--- config.mk ---
export PLATFORM = sky130hd
export DESIGN_NAME = sphere_pair_overlap
export DESIGN_NICKNAME = d
export VERILOG_FILES = /design/src/spo_pkg.sv /design/src/sphere_pair_overlap.sv
export SDC_FILE = /design/constraint.sdc
export NUM_CORES = 2
export LEC_CHECK = 0
export BUFFER_PORTS_ARGS = -buffer_cell sky130_fd_sc_hd__buf_2
export CAP_MARGIN = 10
export CORE_MARGIN = 3
export CORE_UTILIZATION = 55
export CTS_BUF_LIST = sky130_fd_sc_hd__clkbuf_16
export DETAILED_ROUTE_END_ITERATION = 12
export GPL_ROUTABILITY_DRIVEN = 0
export PLACE_DENSITY = 0.73
export SYNTH_ARGS = -nofsm -noshare
export SYNTH_HDL_FRONTEND = slang
export SYNTH_SLANG_ARGS = --single-unit
--- constraint.sdc ---
create_clock -name clk -period 11.8 [get_ports clk]
set_clock_uncertainty 0.15 [all_clocks]
set_input_delay 3.54 -clock clk [delete_from_list [all_inputs] [get_ports clk]]
set_output_delay 3.54 -clock clk [all_outputs]
set_load 0.1 [all_outputs]
--- src/spo_pkg.sv ---
// spo_pkg: shared types and sizing constants for the sphere pair overlap block.
// No dependencies.
`default_nettype none

package spo_pkg;

  localparam int MAX_SPHERES = 32;
  localparam int IDX_W       = $clog2(MAX_SPHERES);
  localparam int CNT_W       = $clog2(MAX_SPHERES + 1);

  localparam int COORD_W  = 24;
  localparam int RADIUS_W = 23;
  localparam int OUT_IDX_W = 6;

  localparam logic STATUS_PAIR = 1'b0;
  localparam logic STATUS_FULL = 1'b1;

  typedef struct packed {
    logic                       start_set;
    logic signed [COORD_W-1:0]  pos_x;
    logic signed [COORD_W-1:0]  pos_y;
    logic signed [COORD_W-1:0]  pos_z;
    logic        [RADIUS_W-1:0] radius;
  } request_t;

  typedef struct packed {
    logic [OUT_IDX_W-1:0] first_index;
    logic [OUT_IDX_W-1:0] second_index;
    logic                 status;
    logic                 last_of_run;
  } result_t;

  typedef struct packed {
    logic signed [COORD_W-1:0]  x;
    logic signed [COORD_W-1:0]  y;
    logic signed [COORD_W-1:0]  z;
    logic        [RADIUS_W-1:0] r;
  } sphere_t;

endpackage

`default_nettype wire

--- src/sphere_pair_overlap.sv ---
// sphere_pair_overlap: all-pairs bounding sphere overlap test, one shared multiplier.
// Depends on spo_pkg (types, sizing constants).
`default_nettype none

// Usage
//   Request channel: drive request and raise start; the request is taken at a
//   clock edge where start is high and busy is low. busy stays high while the
//   new sphere is tested against the stored set.
//   Result channel: each result sits on result for one cycle with result_valid
//   high. The receiver cannot stall; every strobe must be captured.
//   status = 1 marks a dropped sphere (set full); that single result comes out
//   the cycle after the request, and busy never rises.
//   Scan: with n spheres stored, busy stays high while each stored sphere
//   goes through the sequencer phases in turn (a memory read wait, then dx^2,
//   dy^2, dz^2 and (r_a + r_b)^2 through the one 25x25 multiplier, summed and
//   compared) and then through S_LAST. With an empty set busy does not rise.
//   Pair results are held back by one hit so that last_of_run can be set on
//   the final one; the last pair leaves in the cycle busy drops.
//   start_set in the request empties the set first; the sphere then gets
//   index zero and makes no pairs.
//   Reset (rst, synchronous, active high) empties the set and returns the
//   sequencer to idle. Sphere memory contents are not cleared.
module sphere_pair_overlap (
  input  wire                 clk,
  input  wire                 rst,
  input  wire                 start,
  input  spo_pkg::request_t   request,
  output logic                busy,
  output spo_pkg::result_t    result,
  output logic                result_valid
);
  import spo_pkg::*;

  typedef enum logic [2:0] {
    S_IDLE = 3'b001,
    S_CMP  = 3'b010,
    S_LAST = 3'b100
  } state_t;

  // Per-entry schedule of the shared multiplier.
  localparam logic [2:0] PH_WAIT = 3'd0;  // memory read in flight
  localparam logic [2:0] PH_DX   = 3'd1;
  localparam logic [2:0] PH_DY   = 3'd2;
  localparam logic [2:0] PH_DZ   = 3'd3;
  localparam logic [2:0] PH_RS   = 3'd4;
  localparam logic [2:0] PH_SUM  = 3'd5;
  localparam logic [2:0] PH_CMP  = 3'd6;

  state_t               state;
  logic [2:0]           phase;
  logic [CNT_W-1:0]     count;
  logic [CNT_W-1:0]     run_n;      // index of the new sphere
  logic [IDX_W-1:0]     idx;        // stored sphere under test
  sphere_t              cur;        // new sphere
  sphere_t              rd;         // registered memory read
  sphere_t              mem [MAX_SPHERES];
  logic [24:0]          op;
  logic [49:0]          prod;
  logic [51:0]          acc;
  logic                 pend_valid;
  logic [IDX_W-1:0]     pend_idx;

  logic                 accept;
  logic [CNT_W-1:0]     n_eff;
  logic                 set_full;
  logic                 hit;
  logic                 last_entry;
  logic [24:0]          op_next;

  function automatic logic [24:0] abs_diff(input logic signed [COORD_W-1:0] a,
                                           input logic signed [COORD_W-1:0] b);
    logic signed [COORD_W:0] d;
    d = $signed({a[COORD_W-1], a}) - $signed({b[COORD_W-1], b});
    return d[COORD_W] ? 25'(-d) : 25'(d);
  endfunction

  assign busy     = (state != S_IDLE);
  assign accept   = start && !busy;
  assign n_eff    = request.start_set ? '0 : count;
  assign set_full = (n_eff >= CNT_W'(MAX_SPHERES));
  assign hit      = (acc <= {2'b00, prod});
  assign last_entry = ((CNT_W'(idx) + CNT_W'(1)) == run_n);

  // Operand select for the multiplier feed.
  always_comb begin
    case (phase)
      PH_DX:   op_next = abs_diff(cur.x, rd.x);
      PH_DY:   op_next = abs_diff(cur.y, rd.y);
      PH_DZ:   op_next = abs_diff(cur.z, rd.z);
      PH_RS:   op_next = 25'({1'b0, cur.r} + {1'b0, rd.r});
      default: op_next = op;
    endcase
  end

  // Sphere memory: one write port at request time, one registered read port.
  always_ff @(posedge clk) begin
    if (accept && !set_full) begin
      mem[n_eff[IDX_W-1:0]] <= '{x: request.pos_x, y: request.pos_y,
                                 z: request.pos_z, r: request.radius};
    end
    rd <= mem[idx];
  end

  // Datapath: operand, product, accumulator.
  // Products trail the operand select through the op and prod registers:
  // dx^2 is on prod in PH_DZ, dz^2 in PH_SUM and the radius sum squared in PH_CMP.
  always_ff @(posedge clk) begin
    op   <= op_next;
    prod <= op * op;
    case (phase)
      PH_DZ:   acc <= {2'b00, prod};
      PH_RS,
      PH_SUM:  acc <= acc + {2'b00, prod};
      default: acc <= acc;
    endcase
    if (accept) begin
      cur <= '{x: request.pos_x, y: request.pos_y,
               z: request.pos_z, r: request.radius};
    end
  end

  // Sequencer and result register.
  always_ff @(posedge clk) begin
    if (rst) begin
      state        <= S_IDLE;
      phase        <= PH_WAIT;
      count        <= '0;
      run_n        <= '0;
      idx          <= '0;
      pend_valid   <= 1'b0;
      pend_idx     <= '0;
      result_valid <= 1'b0;
      result       <= '0;
    end else begin
      result_valid <= 1'b0;
      unique case (state)
        S_IDLE: begin
          if (accept) begin
            pend_valid <= 1'b0;
            idx        <= '0;
            phase      <= PH_WAIT;
            run_n      <= n_eff;
            if (set_full) begin
              count        <= n_eff;
              result_valid <= 1'b1;
              result       <= '{first_index: '0, second_index: '0,
                                status: STATUS_FULL, last_of_run: 1'b1};
            end else begin
              count <= n_eff + CNT_W'(1);
              if (n_eff != '0) begin
                state <= S_CMP;
              end
            end
          end
        end
        S_CMP: begin
          if (phase == PH_CMP) begin
            if (hit) begin
              // Release the previous hit; this one waits to learn if it is last.
              if (pend_valid) begin
                result_valid <= 1'b1;
                result       <= '{first_index: OUT_IDX_W'(pend_idx),
                                  second_index: OUT_IDX_W'(run_n),
                                  status: STATUS_PAIR, last_of_run: 1'b0};
              end
              pend_valid <= 1'b1;
              pend_idx   <= idx;
            end
            phase <= PH_WAIT;
            if (last_entry) begin
              state <= S_LAST;
            end else begin
              idx <= idx + IDX_W'(1);
            end
          end else begin
            phase <= phase + 3'd1;
          end
        end
        S_LAST: begin
          if (pend_valid) begin
            result_valid <= 1'b1;
            result       <= '{first_index: OUT_IDX_W'(pend_idx),
                              second_index: OUT_IDX_W'(run_n),
                              status: STATUS_PAIR, last_of_run: 1'b1};
          end
          pend_valid <= 1'b0;
          state      <= S_IDLE;
        end
        default: state <= S_IDLE;
      endcase
    end
  end

  // Checks
  a_count_bound: assert property (@(posedge clk) disable iff (rst)
    count <= CNT_W'(MAX_SPHERES))
    else $error("sphere count above capacity");

  a_full_after_req: assert property (@(posedge clk) disable iff (rst)
    result_valid && result.status == STATUS_FULL |-> $past(accept))
    else $error("overflow result without a request");

  a_pair_order: assert property (@(posedge clk) disable iff (rst)
    result_valid && result.status == STATUS_PAIR |->
      result.first_index < result.second_index)
    else $error("pair index not below new index");

  a_idx_in_run: assert property (@(posedge clk) disable iff (rst)
    state == S_CMP |-> CNT_W'(idx) < run_n)
    else $error("compare index beyond stored set");

  a_last_ends_run: assert property (@(posedge clk) disable iff (rst)
    result_valid && result.last_of_run |-> !busy)
    else $error("last result while still busy");

endmodule

`default_nettype wire

== Word-level counts from Yosys, hierarchy flattened ==
Memory sizes are Yosys's and may differ from the RTL's. A register that Yosys moved wholly into a read port is not among the register bits.
Cells that the tools add are included.

* Memories kept: 1
* Input bits: 99
* Output and inout bits: 16
* Register bits after elaboration: 266
* Word-level logic and storage cells: 112
* RAM bits: 3040

* Reduce and logical (&&, ||, !) cells: 17
* Order comparisons: 2
* Mux-type cells: 39
* Equality and inequality tests: 21
* Multipliers: 1
* Add/subtract/negate cells: 12

{| class="wikitable"
|+ Memories
! name !! depth !! bits a word !! read ports !! clocked after Yosys merged registers in !! wr ports !! line !! RTL
|-
| mem || 32 || 95 || 1 || 1 || 1 || sphere_pair_overlap.sv:56 || <nowiki>sphere_t mem [MAX_SPHERES];</nowiki>
|}

{| class="wikitable"
|+ Operators with widths
! operator !! count
|-
| $pmux W52 S2 || 1
|-
| $pmux W25 S4 || 1
|-
| $mux W14 || 6
|-
| $mux W25 || 3
|-
| $neg A25 Y25 || 3
|-
| $sub A24 B24 Y25 || 3
|-
| $add A52 B50 Y52 || 1
|-
| $le A52 B50 Y1 || 1
|-
| $mul A25 B25 Y50 || 1
|-
| $pmux W14 S3 || 1
|-
| $add A23 B23 Y24 || 1
|-
| $mux W3 || 7
|-
| $ne A2 B2 Y1 const B || 10
|-
| $mux W5 || 3
|-
| $eq A3 B3 Y1 const B || 4
|-
| $mux W6 || 2
|-
| $pmux W3 S2 || 2
|-
| $mux W1 || 10
|-
| $pmux W5 S2 || 1
|-
| $eq A3 B2 Y1 const B || 3
|-
| $reduce_and A4 Y1 || 2
|-
| $reduce_and A7 Y1 || 1
|-
| $add A5 B1 Y6 const B || 1
|-
| $add A6 B1 Y6 const B || 1
|-
| 17 further kinds || 23
|}

== Logic depth before layout (Yosys ltp) ==
* Depth after elaboration: 6
* Mapped depth: 29
* Mapped depth without buffers: 28

== Worst setup path after synthesis ==
Ideal clock, no wire load.

* Path kind: in2reg
* Start point: in start
* End point: mem mem[15][0] in the netlist's numbering (enable)
* Required time: 11.099 ns
* Stages on the path: 4
* Slack: 2.874 ns
* Data arrival time: 8.224 ns
* Path buffers: 0
* Cell sequence: nand2_1 > nor2_1 > nand2_1 > nor2_1

* Word-level cells in the longest chain between the ends: 4

{| class="wikitable"
|+ RTL lines
! item !! line !! RTL
|-
| start, declared || sphere_pair_overlap.sv:26 || <nowiki>input wire start,</nowiki>
|-
| $logic_and A1 B1 Y1 || sphere_pair_overlap.sv:78 || <nowiki>assign accept = start && !busy;</nowiki>
|-
| $logic_and A1 B1 Y1 || sphere_pair_overlap.sv:97 || <nowiki>if (accept && !set_full) begin</nowiki>
|-
| $mux W1 || sphere_pair_overlap.sv:97 ||
|-
| $mux W1 (implied by the code) || sphere_pair_overlap.sv:98 || <nowiki>mem[n_eff[IDX_W-1:0]] <= '{x: request.pos_x, y: request.pos_y,</nowiki>
|-
| end, declared || sphere_pair_overlap.sv:56 ||
|}

Every way passes these cells.

== Worst setup path after layout ==
* Start point: reg op[3]
* End point: reg prod[46]

* Word-level cells in the longest chain between the ends: 1

{| class="wikitable"
|+ RTL lines
! item !! line !! RTL
|-
| start, declared || sphere_pair_overlap.sv:57 || <nowiki>logic [24:0] op;</nowiki>
|-
| start signal, assigned || sphere_pair_overlap.sv:108 || <nowiki>op <= op_next;</nowiki>
|-
| $mul A25 B25 Y50 || sphere_pair_overlap.sv:109 || <nowiki>prod <= op * op;</nowiki>
|-
| end signal, assigned || sphere_pair_overlap.sv:109 ||
|-
| end, declared || sphere_pair_overlap.sv:58 || <nowiki>logic [49:0] prod;</nowiki>
|}

Every way passes these cells.
A chain may end at the register's enable or synchronous reset.

==> metrics <==
outcome=finished, final reports clean; Period minus WS final=8.66 ns; Max Cap Viol=0; Slew Limit Fails=0; IO Pins=115; top post-synthesis cells by area=edfxtp_1 (63%), mux4_2 (14%), fa_1 (6.1%), ha_1 (3.2%), dfxtp_1 (2.4%); CTS Buffer Depth=4; CP bufs+invs=7; Post-Syn Instances=8610; Placed Area=0.160 mm2; layout cells sized above 1=0.202; total length of routed wires=390000 um; Setup CP Type=reg2reg; core area=0.278 mm2; Synthesis Warnings=0; vias in the first global route=83.3k; DRT Pass-1 Iters=7; area of the die=0.287 mm2; initial antenna violation count=33; antenna-violating nets left=0; Hold Buf Count CTS=0; Post-DP HPWL=215000 um; met1 Use GR=0.390; post-synth cell types=97; Starting Density=0.555; Most Crowded Layer GR=met2; CTS Buf Count=344; via count=81.8k; Arr. time, crit path=9.31 ns; clock sink count=3399; worst stage delay on the critical path=1.06 ns; Hold WC Path Type=reg2reg; unrepaired setup endpoints after global routing=false; Critical Path Start Type=flip-flop; Post-Syn Nets=9569; crit path from=op[3]$_DFFE_PP_; synthesized cell area=0.154 mm2; crit-path leading delay family=adder cells; Rows=193; most numerous cell in the Yosys netlist=edfxtp_1; largest net degree at the start of global routing=149; Critical Path End Type=flip-flop; Hold Slack=0.315 ns; postcts setup bufs=0; Rel. slew slack=0.173; worst r2r dst=prod[46]$_DFF_P_; reg2reg start=op[3]$_DFFE_PP_; Pint=27600 uW; met2 Usage GRT=0.428; fin crit share=0.734; EDFF count, synth=3212; Vias/cell=6.35; final setup fails=0; clock slew at reported path FFs=0.06 ns; first-pass GRT wire length=573000 um; Final #Nets=9816; Psw=16900 uW; pwr/cell area=261 mW/mm2; DRC Markers=0; slowest stage cell, crit path=edfxtp_1; Final TNS setup=0 ns; critical path depth in cells=27; R2R cell count=27; slack of the worst reg-to-reg path=3.14 ns; ys async rst share=0; leakage power=0.0586 uW; 1st-iter DRT viols=10.4k; sequential share of the synthesized area=0.650; Global Route Usage Sum=0.274; Critical Path RT=12.45 ns; CP Max Fanout=23; FF+latch count, synth=3399; Worst Tran Pin Value=1.24 ns; number of port buffers=113; number of fill cells in the layout=19.2k; Setup crit end=prod[46]$_DFF_P_; f_max=115 MHz; Final Core Density=0.614; Final Instance Area=0.171 mm2; sw frac=0.379; DR WL/cell=30.3 um; grt ovf=0; clock network power share=0.235; CTS root buf=clkbuf_16; CTS tree=built; syn_area_per_cell=17.9 um2; Most used DFF post-synth=edfxtp_1; power share of the combinational group=0.447; clk_lat worst skew=0.92 ns; Yosys top cell by area=edfxtp_1; top cell type's share of synthesized area=0.626; most frequent cells after synthesis=edfxtp_1 (3212), mux4_2 (950), inv_1 (879); post-CTS sizing=0; Global Route met3 Usage=0.0526; die height=535 um; Area Growth Syn to Fin=10.7%; Die Wd=535 um; Flop pwr share=0.318; H-tree levels=5; Final Hold Viols=0; Worst VDD drop=1320 uV
power groups by stage:
| stage | Combinational, uW | Sequential, uW | Clock, uW |
|---|---|---|---|
| 2_1_floorplan | 13900 | 14300 | 0 |
| 3_3_place_gp | 19100 | 14400 | 0 |
| 3_5_place_dp | 19500 | 14400 | 0 |
| 4_1_cts | 19700 | 14200 | 10600 |
| 5_1_grt | 22100 | 14200 | 11100 |
| 6_report | 19900 | 14100 | 10500 |
how the worst min path moves through the flow:
stage | from | end | depth (start not counted)
after detailed placement | result[1]$_SDFFE_PP0P_ | result[1]$_SDFFE_PP0P_ | 2
after global placement | pend_valid$_SDFFE_PP0P_ | pend_valid$_SDFFE_PP0P_ | 2
after global routing | pend_valid$_SDFFE_PP0P_ | pend_valid$_SDFFE_PP0P_ | 2
after floorplan | pend_valid$_SDFFE_PP0P_ | pend_valid$_SDFFE_PP0P_ | 2
after CTS | pend_valid$_SDFFE_PP0P_ | pend_valid$_SDFFE_PP0P_ | 2
final | result[1]$_SDFFE_PP0P_ | result[1]$_SDFFE_PP0P_ | 2
flip-flops by register name, indices dropped and copies added (netlist names):
register / count
pend_valid: 1
result: 13
idx: 5
run_n: 6
cur: 95
state: 3
op: 25
acc: 52
prod: 49
count: 6
rd: 95
result_valid: 1
mem: 3040
phase: 3
pend_idx: 5
metrics by stage:
| step | setup WS, ns | power [uW] | cells |
|---|---|---|---|
| final | 3.14 | 44500 | 12900 |
| after CTS | 3.26 | 44400 | 12800 |
| after global placement | 3.31 | 33500 | 12200 |
| after detailed placement | 3.33 | 33900 | 12200 |
| after global routing | 2.75 | 47300 | 12900 |
| after floorplan | 2.87 | 28200 | 8610 |
final cells by class:
type                            instances  area (um2)  share of cell area
Antenna cell                           19        47.5            0.000279
Clock buffer                          351        8780              0.0515
Clock inverter                        280        2050              0.0120
Inverter                              880        3310              0.0194
Multi-Input combinational cell       3984       49500               0.290
Sequential cell                      3399      100000               0.587
Tap cell                             3705        4640              0.0272
Timing Repair Buffer                  248        2030              0.0119
placed cells by master, fill, tap and decap left out, drive strengths merged, types with 17 or more instances in the layout:
master,count
diode,19
a22oi,19
and3,19
xnor2,165
xor2,71
clkinv,143
clkbuf,351
mux2,97
or2,17
and2,138
a21o,73
mux4,950
o21bai,37
o21a,21
edfxtp,3212
a31oi,21
nand4,28
or3,27
buf,247
fa,470
nand2b,44
dfxtp,187
nor2,236
nand3,51
o31ai,24
mux2i,26
ha,390
nor2b,36
a211oi,26
nor4,17
nand3b,19
inv,982
a21oi,199
nor3,60
o21ai,159
bufinv,23
nand2,344
worst register-to-register path, stage by stage (launching register included):
cell and delay, ns:
edfxtp_1 1.06, nand2_1 0.30, fa_1 0.60, inv_1 0.06, fa_1 0.53, inv_1 0.06, fa_1 0.53, inv_1 0.05
fa_1 0.51, inv_1 0.06, fa_1 0.52, inv_1 0.05, fa_1 0.47, inv_1 0.05, fa_1 0.47, inv_1 0.05
ha_1 0.35, a21o_1 0.22, a21o_1 0.18, a21oi_1 0.17, o21ai_0 0.13, a21o_1 0.19, a221oi_1 0.52, o311ai_0 0.44
a31oi_1 0.41, o31ai_1 0.13, a21oi_1 0.19, xnor2_1 0.13
cells by family after synthesis:
logic type,count (synthesis),share of synthesized area
flops,3399,0.650
buf+inv,1227,0.0300
simple gates,1085,0.0348
mux,1073,0.148
fa+ha+maj,860,0.0927
compound gates,729,0.0311
xor+xnor,236,0.0135
other cells,1,0.0000243
per-layer routing:
| metal | wire, um | up-vias | part of all wire |
|---|---|---|---|
| met2 | 186000 | 4513 | 0.48 |
| met4 | 16100 | 22 | 0.041 |
| met3 | 39600 | 707 | 0.10 |
| met5 | 138 | - | 0.00035 |
| met1 | 148000 | 42900 | 0.38 |
| li1 | - | 33600 | - |
No activity file was read; power rests on OpenSTA's default activity.
